File: config.mk
export PLATFORM = sky130hd
export DESIGN_NAME = frame_postfilter_crossfade
export DESIGN_NICKNAME = d
export VERILOG_FILES = /design/src/rtl/fpc_pkg.sv /design/src/rtl/fpc_ram.sv /design/src/rtl/fpc_front.sv /design/src/rtl/fpc_queue.sv /design/src/rtl/fpc_back.sv /design/src/rtl/frame_postfilter_crossfade.sv
export VERILOG_INCLUDE_DIRS = /design/src /design/src/rtl
export SDC_FILE = /design/constraint.sdc
export NUM_CORES = 2
export LEC_CHECK = 0
export BUFFER_PORTS_ARGS = -buffer_cell sky130_fd_sc_hd__clkbuf_2
export CAP_MARGIN = 25
export CORE_UTILIZATION = 35
export CTS_CLUSTER_DIAMETER = 150
export DETAILED_ROUTE_END_ITERATION = 10
export SYNTH_ARGS = -nofsm -noshare
export SYNTH_HDL_FRONTEND = slang
export SYNTH_SLANG_ARGS = --single-unit
File: constraint.sdc
create_clock -name clock -period 9.1 [get_ports clock]
set_input_delay 0.91 -clock clock [delete_from_list [all_inputs] [get_ports clock]]
set_output_delay 0.91 -clock clock [all_outputs]
set_load 0.02 [all_outputs]
File: src/rtl/frame_postfilter_crossfade_assert.svh
// Assertion macros shared by the post-filter modules.
`ifndef FRAME_POSTFILTER_CROSSFADE_ASSERT_SVH
`define FRAME_POSTFILTER_CROSSFADE_ASSERT_SVH

// The consequent must hold in the same cycle as the antecedent.
`define FPC_ASSERT_SAME(label, clk, rst, ante, cons) \
   label: assert property (@(posedge clk) disable iff (rst) (ante) |-> (cons)) \
      else $error("assertion %m failed");

// The consequent must hold in the cycle after the antecedent.
`define FPC_ASSERT_NEXT(label, clk, rst, ante, cons) \
   label: assert property (@(posedge clk) disable iff (rst) (ante) |=> (cons)) \
      else $error("assertion %m failed");

`endif

File: src/rtl/fpc_pkg.sv
package fpc_pkg;

   // Frame geometry. The overlap length is a power of two.
   localparam int FRAME_LEN    = 4096;
   localparam int OVERLAP_LOG2 = 5;
   localparam int OVERLAP      = 1 << OVERLAP_LOG2;
   localparam int STORE_BASE   = FRAME_LEN - OVERLAP;
   localparam int POS_W        = $clog2(FRAME_LEN);

   // Data widths.
   localparam int IN_W     = 32;
   localparam int X_W      = 24;
   localparam int HIST_W   = 24;
   localparam int SAMPLE_W = 16;
   localparam int IDX_W    = OVERLAP_LOG2;
   localparam int WT_W     = OVERLAP_LOG2 + 1;

   // Prescale shifts: divide by 1024, or by 2048 after tripling in boost mode.
   localparam int SHIFT_NORMAL = 10;
   localparam int SHIFT_BOOST  = 11;

   // Smoothing recursion constants.
   localparam int FILTER_GAIN  = 27;
   localparam int FILTER_SHIFT = 5;

   // Depth of the queue between front and back.
   localparam int QUEUE_DEPTH = 2;

   // Saturation limits of the output sample.
   localparam logic [SAMPLE_W-1:0] SAMPLE_MAX = {1'b0, {(SAMPLE_W-1){1'b1}}};
   localparam logic [SAMPLE_W-1:0] SAMPLE_MIN = {1'b1, {(SAMPLE_W-1){1'b0}}};

   // One classified item as it travels from front to back.
   typedef struct packed {
      logic [X_W-1:0]   x;
      logic             clear;
      logic             fade;
      logic             store;
      logic             frame_end;
      logic [IDX_W-1:0] idx;
   } entry_type;

endpackage

File: src/rtl/fpc_ram.sv
module fpc_ram #(
   parameter int WIDTH = 16,
   parameter int DEPTH = 32
) (
   input  logic                     clock,
   input  logic                     wr_en,
   input  logic [$clog2(DEPTH)-1:0] wr_addr,
   input  logic [WIDTH-1:0]         wr_data,
   input  logic                     rd_en,
   input  logic [$clog2(DEPTH)-1:0] rd_addr,
   output logic [WIDTH-1:0]         rd_data
);

   logic [WIDTH-1:0] mem_ff [DEPTH];
   logic [WIDTH-1:0] rd_data_ff;

   // Write port.
   always_ff @(posedge clock) begin
      if (wr_en) begin
         mem_ff[wr_addr] <= wr_data;
      end
   end

   // Registered read port; the data holds until the next read.
   always_ff @(posedge clock) begin
      if (rd_en) begin
         rd_data_ff <= mem_ff[rd_addr];
      end
   end

   assign rd_data = rd_data_ff;

endmodule

File: src/rtl/fpc_front.sv
`include "frame_postfilter_crossfade_assert.svh"

module fpc_front (
   input  logic                           clock,
   input  logic                           reset,
   input  logic                           boost_mode,
   input  logic                           req_valid,
   output logic                           req_ready,
   input  logic [fpc_pkg::IN_W-1:0]       req_coefficient,
   input  logic                           req_stream_start,
   output logic                           push_valid,
   input  logic                           push_ready,
   output fpc_pkg::entry_type             push_data
);

   localparam int IN_W  = fpc_pkg::IN_W;
   localparam int X_W   = fpc_pkg::X_W;
   localparam int POS_W = fpc_pkg::POS_W;
   localparam int IDX_W = fpc_pkg::IDX_W;
   localparam int T_W   = IN_W + 3;
   localparam logic [T_W-1:0] BIAS_NORMAL = T_W'((1 << fpc_pkg::SHIFT_NORMAL) - 1);
   localparam logic [T_W-1:0] BIAS_BOOST  = T_W'((1 << fpc_pkg::SHIFT_BOOST) - 1);

   logic [POS_W-1:0] pos_ff;
   logic [POS_W-1:0] pos_in;
   logic             seen_ff;
   logic             seen_in;
   logic [POS_W-1:0] pos_cur;
   logic             seen_cur;
   logic             accept;
   logic             last;
   logic [T_W-1:0]   raw_ext;
   logic [T_W-1:0]   raw_double;
   logic [T_W-1:0]   bias;
   logic [T_W-1:0]   scaled;
   fpc_pkg::entry_type entry;

   // A transfer goes straight into the queue.
   assign req_ready  = push_ready;
   assign push_valid = req_valid;
   assign accept     = req_valid && push_ready;

   // A stream start restarts the frame before this item.
   assign pos_cur  = req_stream_start ? '0 : pos_ff;
   assign seen_cur = req_stream_start ? 1'b0 : seen_ff;
   assign last     = (pos_cur == POS_W'(fpc_pkg::FRAME_LEN - 1));

   // Prescale with truncation toward zero: bias negative values before the shift.
   assign raw_ext    = {{(T_W-IN_W){req_coefficient[IN_W-1]}}, req_coefficient};
   assign raw_double = boost_mode ? (raw_ext << 1) : '0;
   assign bias       = req_coefficient[IN_W-1] ?
                       (boost_mode ? BIAS_BOOST : BIAS_NORMAL) : '0;
   assign scaled     = raw_ext + raw_double + bias;

   // Classify the item by its place in the frame.
   always_comb begin
      entry.x         = boost_mode ? scaled[fpc_pkg::SHIFT_BOOST +: X_W]
                                   : scaled[fpc_pkg::SHIFT_NORMAL +: X_W];
      entry.clear     = req_stream_start;
      entry.fade      = seen_cur && (pos_cur < POS_W'(fpc_pkg::OVERLAP));
      entry.store     = (pos_cur >= POS_W'(fpc_pkg::STORE_BASE));
      entry.frame_end = (pos_cur == POS_W'(fpc_pkg::STORE_BASE - 1));
      entry.idx       = entry.store ? IDX_W'(pos_cur - POS_W'(fpc_pkg::STORE_BASE))
                                    : pos_cur[IDX_W-1:0];
   end

   assign push_data = entry;

   // Frame position and frame-seen flag advance on each transfer.
   always_comb begin
      pos_in  = pos_ff;
      seen_in = seen_ff;
      if (accept) begin
         pos_in  = last ? '0 : pos_cur + POS_W'(1);
         seen_in = last || seen_cur;
      end
   end

   always_ff @(posedge clock) begin
      if (reset) begin
         pos_ff  <= '0;
         seen_ff <= 1'b0;
      end else begin
         pos_ff  <= pos_in;
         seen_ff <= seen_in;
      end
   end

   // The item after the last emitted one starts the stored tail.
   `FPC_ASSERT_NEXT(a_tail_follows_end, clock, reset, accept && entry.frame_end, pos_ff == POS_W'(fpc_pkg::STORE_BASE))

endmodule

File: src/rtl/fpc_queue.sv
`include "frame_postfilter_crossfade_assert.svh"

module fpc_queue (
   input  logic               clock,
   input  logic               reset,
   input  logic               push_valid,
   output logic               push_ready,
   input  fpc_pkg::entry_type push_data,
   output logic               pop_valid,
   input  logic               pop_ready,
   output fpc_pkg::entry_type pop_data
);

   localparam int DEPTH = fpc_pkg::QUEUE_DEPTH;
   localparam int PTR_W = $clog2(DEPTH);
   localparam int CNT_W = $clog2(DEPTH + 1);

   fpc_pkg::entry_type entry_ff [DEPTH];
   logic [PTR_W-1:0]   wr_ptr_ff;
   logic [PTR_W-1:0]   wr_ptr_in;
   logic [PTR_W-1:0]   rd_ptr_ff;
   logic [PTR_W-1:0]   rd_ptr_in;
   logic [CNT_W-1:0]   count_ff;
   logic [CNT_W-1:0]   count_in;
   logic               push_fire;
   logic               pop_fire;

   assign push_ready = (count_ff != CNT_W'(DEPTH));
   assign pop_valid  = (count_ff != '0);
   assign pop_data   = entry_ff[rd_ptr_ff];
   assign push_fire  = push_valid && push_ready;
   assign pop_fire   = pop_valid && pop_ready;

   // Pointer and occupancy bookkeeping.
   always_comb begin
      wr_ptr_in = wr_ptr_ff;
      rd_ptr_in = rd_ptr_ff;
      count_in  = count_ff;
      if (push_fire) begin
         wr_ptr_in = (wr_ptr_ff == PTR_W'(DEPTH - 1)) ? '0 : wr_ptr_ff + PTR_W'(1);
      end
      if (pop_fire) begin
         rd_ptr_in = (rd_ptr_ff == PTR_W'(DEPTH - 1)) ? '0 : rd_ptr_ff + PTR_W'(1);
      end
      if (push_fire && !pop_fire) begin
         count_in = count_ff + CNT_W'(1);
      end else if (pop_fire && !push_fire) begin
         count_in = count_ff - CNT_W'(1);
      end
   end

   always_ff @(posedge clock) begin
      if (reset) begin
         wr_ptr_ff <= '0;
         rd_ptr_ff <= '0;
         count_ff  <= '0;
      end else begin
         wr_ptr_ff <= wr_ptr_in;
         rd_ptr_ff <= rd_ptr_in;
         count_ff  <= count_in;
      end
   end

   // Entry storage.
   always_ff @(posedge clock) begin
      if (push_fire) begin
         entry_ff[wr_ptr_ff] <= push_data;
      end
   end

   // A lone push grows the occupancy by exactly one.
   `FPC_ASSERT_NEXT(a_push_counts, clock, reset, push_fire && !pop_fire, count_ff == $past(count_ff) + CNT_W'(1))

endmodule

File: src/rtl/fpc_back.sv
`include "frame_postfilter_crossfade_assert.svh"

module fpc_back (
   input  logic                             clock,
   input  logic                             reset,
   input  logic                             pop_valid,
   output logic                             pop_ready,
   input  fpc_pkg::entry_type               pop_data,
   output logic                             rsp_valid,
   input  logic                             rsp_ready,
   output logic [fpc_pkg::SAMPLE_W-1:0]     rsp_pcm_sample,
   output logic                             rsp_frame_end
);

   localparam int X_W      = fpc_pkg::X_W;
   localparam int HIST_W   = fpc_pkg::HIST_W;
   localparam int SAMPLE_W = fpc_pkg::SAMPLE_W;
   localparam int IDX_W    = fpc_pkg::IDX_W;
   localparam int WT_W     = fpc_pkg::WT_W;
   localparam int SUM_W    = 30;
   localparam int MIX_W    = HIST_W + WT_W + 1;
   localparam int Q_W      = MIX_W - fpc_pkg::OVERLAP_LOG2;
   localparam logic [SUM_W-1:0] SUM_BIAS = SUM_W'((1 << fpc_pkg::FILTER_SHIFT) - 1);
   localparam logic [MIX_W-1:0] MIX_BIAS = MIX_W'(fpc_pkg::OVERLAP - 1);

   typedef enum logic [3:0] {
      ST_SUM  = 4'b0001,
      ST_FILT = 4'b0010,
      ST_MIX  = 4'b0100,
      ST_OUT  = 4'b1000
   } back_state_type;

   back_state_type        state_ff;
   back_state_type        state_in;
   logic [HIST_W-1:0]     h1_ff;
   logic [HIST_W-1:0]     h2_ff;
   logic [SUM_W-1:0]      sum_ff;
   logic [HIST_W-1:0]     y_ff;
   logic [MIX_W-1:0]      mix_ff;
   logic                  fade_ff;
   logic                  store_ff;
   logic                  frame_end_ff;
   logic [IDX_W-1:0]      idx_ff;
   logic                  rsp_valid_ff;
   logic                  rsp_valid_in;
   logic [SAMPLE_W-1:0]   rsp_pcm_sample_ff;
   logic                  rsp_frame_end_ff;
   logic                  take;
   logic [HIST_W-1:0]     h1_use;
   logic [HIST_W-1:0]     h2_use;
   logic [SUM_W-1:0]      sum_in;
   logic [SUM_W-1:0]      sum_biased;
   logic [HIST_W-1:0]     y_new;
   logic [WT_W-1:0]       tail_weight;
   logic [MIX_W-1:0]      prod_new;
   logic [MIX_W-1:0]      prod_tail;
   logic [MIX_W-1:0]      mix_biased;
   logic [Q_W-1:0]        faded;
   logic [Q_W-1:0]        pre_sat;
   logic [Q_W-SAMPLE_W:0] upper;
   logic [SAMPLE_W-1:0]   sat;
   logic [SAMPLE_W-1:0]   tail_data;
   logic                  out_load;
   logic                  tail_write;

   // One item is in work at a time; the next is taken in the sum step.
   assign pop_ready = (state_ff == ST_SUM);
   assign take      = pop_valid && pop_ready;

   // Sum step: 27*x + 4*y1 + y2, with histories cleared at a stream start.
   assign h1_use = pop_data.clear ? '0 : h1_ff;
   assign h2_use = pop_data.clear ? '0 : h2_ff;
   assign sum_in = SUM_W'(fpc_pkg::FILTER_GAIN) *
                   {{(SUM_W-X_W){pop_data.x[X_W-1]}}, pop_data.x}
                 + ({{(SUM_W-HIST_W){h1_use[HIST_W-1]}}, h1_use} << 2)
                 + {{(SUM_W-HIST_W){h2_use[HIST_W-1]}}, h2_use};

   // Filter step: divide by 32 truncating toward zero.
   assign sum_biased = sum_ff + (sum_ff[SUM_W-1] ? SUM_BIAS : '0);
   assign y_new      = sum_biased[fpc_pkg::FILTER_SHIFT +: HIST_W];

   // Mix step: weighted blend of the new value and the stored tail.
   assign tail_weight = WT_W'(fpc_pkg::OVERLAP) - {1'b0, idx_ff};
   assign prod_new    = MIX_W'(idx_ff) * {{(MIX_W-HIST_W){y_ff[HIST_W-1]}}, y_ff};
   assign prod_tail   = MIX_W'(tail_weight) *
                        {{(MIX_W-SAMPLE_W){tail_data[SAMPLE_W-1]}}, tail_data};

   // Output step: scale the blend down, pick the source and saturate.
   assign mix_biased = mix_ff + (mix_ff[MIX_W-1] ? MIX_BIAS : '0);
   assign faded      = mix_biased[fpc_pkg::OVERLAP_LOG2 +: Q_W];
   assign pre_sat    = fade_ff ? faded : {{(Q_W-HIST_W){y_ff[HIST_W-1]}}, y_ff};
   assign upper      = pre_sat[Q_W-1:SAMPLE_W-1];

   always_comb begin
      if ((&upper) || !(|upper)) begin
         sat = pre_sat[SAMPLE_W-1:0];
      end else if (pre_sat[Q_W-1]) begin
         sat = fpc_pkg::SAMPLE_MIN;
      end else begin
         sat = fpc_pkg::SAMPLE_MAX;
      end
   end

   // Tail items go to the store; the rest wait for room in the output register.
   assign tail_write = (state_ff == ST_OUT) && store_ff;
   assign out_load   = (state_ff == ST_OUT) && !store_ff && (!rsp_valid_ff || rsp_ready);

   // Sequencer.
   always_comb begin
      state_in = state_ff;
      case (state_ff)
         ST_SUM: begin
            if (take) begin
               state_in = ST_FILT;
            end
         end
         ST_FILT: begin
            state_in = ST_MIX;
         end
         ST_MIX: begin
            state_in = ST_OUT;
         end
         ST_OUT: begin
            if (tail_write || out_load) begin
               state_in = ST_SUM;
            end
         end
         default: begin
            state_in = ST_SUM;
         end
      endcase
   end

   // Output valid is set on a load and cleared when the sample is taken.
   always_comb begin
      rsp_valid_in = rsp_valid_ff;
      if (out_load) begin
         rsp_valid_in = 1'b1;
      end else if (rsp_ready) begin
         rsp_valid_in = 1'b0;
      end
   end

   // Control state and filter history.
   always_ff @(posedge clock) begin
      if (reset) begin
         state_ff     <= ST_SUM;
         rsp_valid_ff <= 1'b0;
         h1_ff        <= '0;
         h2_ff        <= '0;
      end else begin
         state_ff     <= state_in;
         rsp_valid_ff <= rsp_valid_in;
         if (take && pop_data.clear) begin
            h1_ff <= '0;
            h2_ff <= '0;
         end else if (state_ff == ST_FILT) begin
            h1_ff <= y_new;
            h2_ff <= h1_ff;
         end
      end
   end

   // Datapath registers.
   always_ff @(posedge clock) begin
      if (take) begin
         sum_ff       <= sum_in;
         fade_ff      <= pop_data.fade;
         store_ff     <= pop_data.store;
         frame_end_ff <= pop_data.frame_end;
         idx_ff       <= pop_data.idx;
      end
      if (state_ff == ST_FILT) begin
         y_ff <= y_new;
      end
      if (state_ff == ST_MIX) begin
         mix_ff <= prod_new + prod_tail;
      end
      if (out_load) begin
         rsp_pcm_sample_ff <= sat;
         rsp_frame_end_ff  <= frame_end_ff;
      end
   end

   // Tail store of the previous frame, read when the item is taken.
   fpc_ram #(
      .WIDTH (SAMPLE_W),
      .DEPTH (fpc_pkg::OVERLAP)
   ) u_tail_ram (
      .clock   (clock),
      .wr_en   (tail_write),
      .wr_addr (idx_ff),
      .wr_data (sat),
      .rd_en   (take),
      .rd_addr (pop_data.idx),
      .rd_data (tail_data)
   );

   assign rsp_valid      = rsp_valid_ff;
   assign rsp_pcm_sample = rsp_pcm_sample_ff;
   assign rsp_frame_end  = rsp_frame_end_ff;

   // Writing the tail never stalls the sequencer.
   `FPC_ASSERT_NEXT(a_store_no_stall, clock, reset, tail_write, state_ff == ST_SUM)
   // A new sample appears only from the output step of a non-tail item.
   `FPC_ASSERT_SAME(a_rsp_from_out, clock, reset, $rose(rsp_valid_ff), $past(state_ff) == ST_OUT && !$past(store_ff))
   // The fade and store regions of a frame never overlap.
   `FPC_ASSERT_SAME(a_fade_store_apart, clock, reset, state_ff != ST_SUM, !(fade_ff && store_ff))

endmodule

File: src/rtl/frame_postfilter_crossfade.sv
// Frame post-filter with crossfade.
// Input channel req_*: one signed 32-bit transform value per transfer, with
// req_stream_start marking the first item of a new stream. Items form frames
// of 4096; the last 32 of each frame are kept as a tail and produce no sample.
// Result channel rsp_*: one saturated 16-bit sample per non-tail item, with
// rsp_frame_end set on the last sample of a frame. The first 32 samples of
// every frame after the first are blended with the previous frame's tail.
// csr_wr_en / csr_wr_data write the boost_mode bit; write it only while idle.
// An input transfer is written into the queue; the back end takes it in its
// sum step, then runs the filter and mix steps and loads the sample into the
// output register in its output step, working on one item at a time.
// A two-entry queue between front and back keeps accepting input while the
// back end works, and the output register holds a finished sample while the
// next item is processed; when rsp_ready stays low the back end waits in its
// output step, the queue fills and req_ready drops.
// Reset (synchronous, active high) clears frame position, history, queue
// and boost_mode; it needs no clearing pass.
module frame_postfilter_crossfade (
   input  logic                         clock,
   input  logic                         reset,
   input  logic                         csr_wr_en,
   input  logic                         csr_wr_data,
   input  logic                         req_valid,
   output logic                         req_ready,
   input  logic [fpc_pkg::IN_W-1:0]     req_coefficient,
   input  logic                         req_stream_start,
   output logic                         rsp_valid,
   input  logic                         rsp_ready,
   output logic [fpc_pkg::SAMPLE_W-1:0] rsp_pcm_sample,
   output logic                         rsp_frame_end
);

   logic               boost_mode_ff;
   logic               boost_mode_in;
   logic               push_valid;
   logic               push_ready;
   fpc_pkg::entry_type push_data;
   logic               pop_valid;
   logic               pop_ready;
   fpc_pkg::entry_type pop_data;

   // Configuration register.
   assign boost_mode_in = csr_wr_en ? csr_wr_data : boost_mode_ff;

   always_ff @(posedge clock) begin
      if (reset) begin
         boost_mode_ff <= 1'b0;
      end else begin
         boost_mode_ff <= boost_mode_in;
      end
   end

   // Front end: prescale and classify each transfer.
   fpc_front u_front (
      .clock            (clock),
      .reset            (reset),
      .boost_mode       (boost_mode_ff),
      .req_valid        (req_valid),
      .req_ready        (req_ready),
      .req_coefficient  (req_coefficient),
      .req_stream_start (req_stream_start),
      .push_valid       (push_valid),
      .push_ready       (push_ready),
      .push_data        (push_data)
   );

   // Queue between front and back.
   fpc_queue u_queue (
      .clock      (clock),
      .reset      (reset),
      .push_valid (push_valid),
      .push_ready (push_ready),
      .push_data  (push_data),
      .pop_valid  (pop_valid),
      .pop_ready  (pop_ready),
      .pop_data   (pop_data)
   );

   // Back end: recursion, crossfade, saturation and output register.
   fpc_back u_back (
      .clock          (clock),
      .reset          (reset),
      .pop_valid      (pop_valid),
      .pop_ready      (pop_ready),
      .pop_data       (pop_data),
      .rsp_valid      (rsp_valid),
      .rsp_ready      (rsp_ready),
      .rsp_pcm_sample (rsp_pcm_sample),
      .rsp_frame_end  (rsp_frame_end)
   );

endmodule

==> impl_metrics.ini <==
[status]
status = finished clean

[setup_path]
arrival_ns = 8.36
critPathSlowestCell = fa_1
required_ns = 9.62
crit_buf_inv = 6
critPathTopFamily = adder cells
cp-start-kind = register
cp_common_cell = inv_1
critical_path.max_stage_delay_ns = 0.54
end_kind = register
cp_max_fo = 16
crit_type = register to register

[cells_and_area]
nNetsFinal = 4877
nFillCells = 12800
instances_no_fill = 6146
drive_above_1_share = 0.0779
ff_latch_area_sq_um = 22600
areaGrowthSynthToFinish_pct = 11.0
multi_input_area_sq_um = 21800

[logic_synthesis]
ys.flop_type = edfxtp_1
synth-warning-count = 0
synth.largest_area_cell = edfxtp_1
avgSynthCellArea_sq_um = 10.8
synth-async-reset-ratio = 0
yosysMostFrequentCell = nand2_1
synth_edf_count = 704
yosysTopAreaCellShare = 0.456
ys_seq_area_frac = 0.487
synthTopCellsByArea = edfxtp_1, fa_1, ha_1
yosys_register_bits = 776
synth_nets = 4833
synth.distinct_cells = 87
synthesis.instances = 4287
yosys-top-cells-count = nand2_1, edfxtp_1, inv_1
netlist_area_sq_um = 46400

[global_routing]
grt_pass1_vias = 30900
grt_pass1_wl_microns = 174000
grt.overflow.total = 0
grt_max_degree = 97
antenna_found_initial = 1
track_usage = 0.162

[drt]
vias = 31500
via_per_inst = 5.13
firstDrtPassIters = 6
drcViolationCount = 0
wire_per_inst_microns = 17.9
wl_microns = 110000
antenna_left = 0
drt_iter0_markers = 2481

[clock_network]
cts_tree = yes
insertion_delay_ns = 0.67
cts_root_buf = clkbuf_16
htree_levels = 3
cts_resized = 0
postCtsSetupRepairBufs = 0
clock-sinks = 776
clockBufferDepth = 3
clk_pin_slew_ns = 0.07
cts_inserted_buffers = 80
cts_hold_buf = 0

[placement]
dp.final_hpwl_microns = 71700
io_buffers = 57
dp_cells = 6001
place.gp.congestion = 0.845

[die]
dieArea_sq_um = 134000
die_w_microns = 366
rows = 133
initial_core_util = 0.353
die_h_microns = 366
core_area_sq_um = 131000
io_pins = 58

[timing]
fmax_ghz = 0.128
period_needed_ns = 7.83
worstMarginPinSlew_ns = 1.10
fin_crit_sh = 0.861
holdWs_ns = 0.453
drv_slew = 0
setup_tns_ns = 0
setup_viol = 0
clock_skew_ns = 0.0371
rsz0062_at_grt = false
hold_viol = 0
slew_headroom = 0.262

[job]
drv_cap = 0

[min_path]
min_path_type = register to register
==> per-stage QoR <==
| step | area, sq um | setup slack (ns) | utilization |
|---|---|---|---|
| after floorplan | 46400 | 1.47 | - |
| after global placement | 48900 | 1.38 | 0.372 |
| after detailed placement | 49000 | 1.34 | 0.372 |
| after CTS | 51400 | 1.27 | 0.391 |
| after global routing | 51500 | 0.784 | 0.392 |
| final | 51500 | 1.27 | 0.392 |
==> area by class of cell <==
type / count / share of cell area
clock inverter: 37 / 0.00714
sequential: 776 / 0.439
inverter: 380 / 0.0279
multi-input combinational: 2951 / 0.423
antenna: 2 / 0.0000972
clock buffer: 103 / 0.0412
tap: 1755 / 0.0426
timing repair buffer: 142 / 0.0191
==> path summary, 6_finish.rpt <==
kind                                start  slack, ns  cells after the start                            to
max reg2reg    u_back.idx_ff[0]$_DFFE_PP_       1.27                     31   u_back.mix_ff[30]$_DFFE_PP_
min          u_back.h2_ff[1]$_SDFFE_PP0N_       0.45                      2  u_back.h2_ff[1]$_SDFFE_PP0N_
max            u_back.idx_ff[0]$_DFFE_PP_       1.27                     31   u_back.mix_ff[30]$_DFFE_PP_
min reg2reg  u_back.h2_ff[1]$_SDFFE_PP0N_       0.45                      2  u_back.h2_ff[1]$_SDFFE_PP0N_
==> metal layers <==
metal	wire length, microns	GRT usage	up-vias
met3	5900	0.0163	112
met1	50800	0.230	15600
met2	51300	0.264	804
li1	-	-	15000
met5	0	0	-
met4	1950	0.0395	0
==> kinds of logic (layout without fill, tap and decap cells) <==
| logic type | count (synthesis) | in the layout | share of synthesized area |
|---|---|---|---|
| AO/OA/AOI/OAI | 588 | 588 | 0.0859 |
| XOR/XNOR | 163 | 163 | 0.0314 |
| adder cells (fa/ha/maj) | 508 | 508 | 0.177 |
| buffers and inverters | 560 | 662 | 0.0457 |
| flip-flops | 776 | 776 | 0.487 |
| multiplexers | 43 | 43 | 0.0101 |
| other | 0 | 2 | 0 |
| AND/OR/NAND/NOR | 1649 | 1649 | 0.163 |
==> cell usage in the layout, fill, tap and decap left out, drive strengths merged, types with 31 or more instances in the layout <==
master,Yosys,final
fa,246,246
o21ai,102,102
mux2,31,31
ha,261,261
dfxtp,72,72
nand3,302,302
xor2,50,50
a21oi,164,164
a311oi,84,84
inv,379,385
edfxtp,704,704
and2,189,189
clkbuf,167,160
nand2,775,775
buf,13,85
nor2,190,190
a21o,63,63
nor3,36,36
and3,49,49
xnor2,113,113
==> sequential cells by signal (all words and copies together) (netlist names), named ones only <==
register	flops
boost_mode_ff	1
u_back.fade_ff	1
u_back.frame_end_ff	1
u_back.h1_ff	24
u_back.h2_ff	24
u_back.idx_ff	5
u_back.mix_ff	31
u_back.rsp_frame_end	1
u_back.rsp_pcm_sample	16
u_back.rsp_valid	1
u_back.state_ff	4
u_back.store_ff	1
u_back.sum_ff	30
u_back.u_tail_ram.mem_ff	512
u_back.u_tail_ram.rd_data	16
u_back.y_ff	24
u_front.pos_ff	12
u_front.seen_ff	1
u_queue.count_ff	2
u_queue.entry_ff	66
u_queue.rd_ptr_ff	1
u_queue.wr_ptr_ff	1
==> worst reg2reg max path, delay by kind of cell (launching register included) <==
family / cells / cell delay (ns)
compound gates: 14 / 2.98
xor+xnor: 1 / 0.10
fa+ha+maj: 8 / 3.43
buf+inv: 6 / 0.37
flops: 1 / 0.45
simple gates: 2 / 0.36
Power is not shown: default switching activity piles up to over one toggle a cycle in this logic, so the estimate is an artifact.
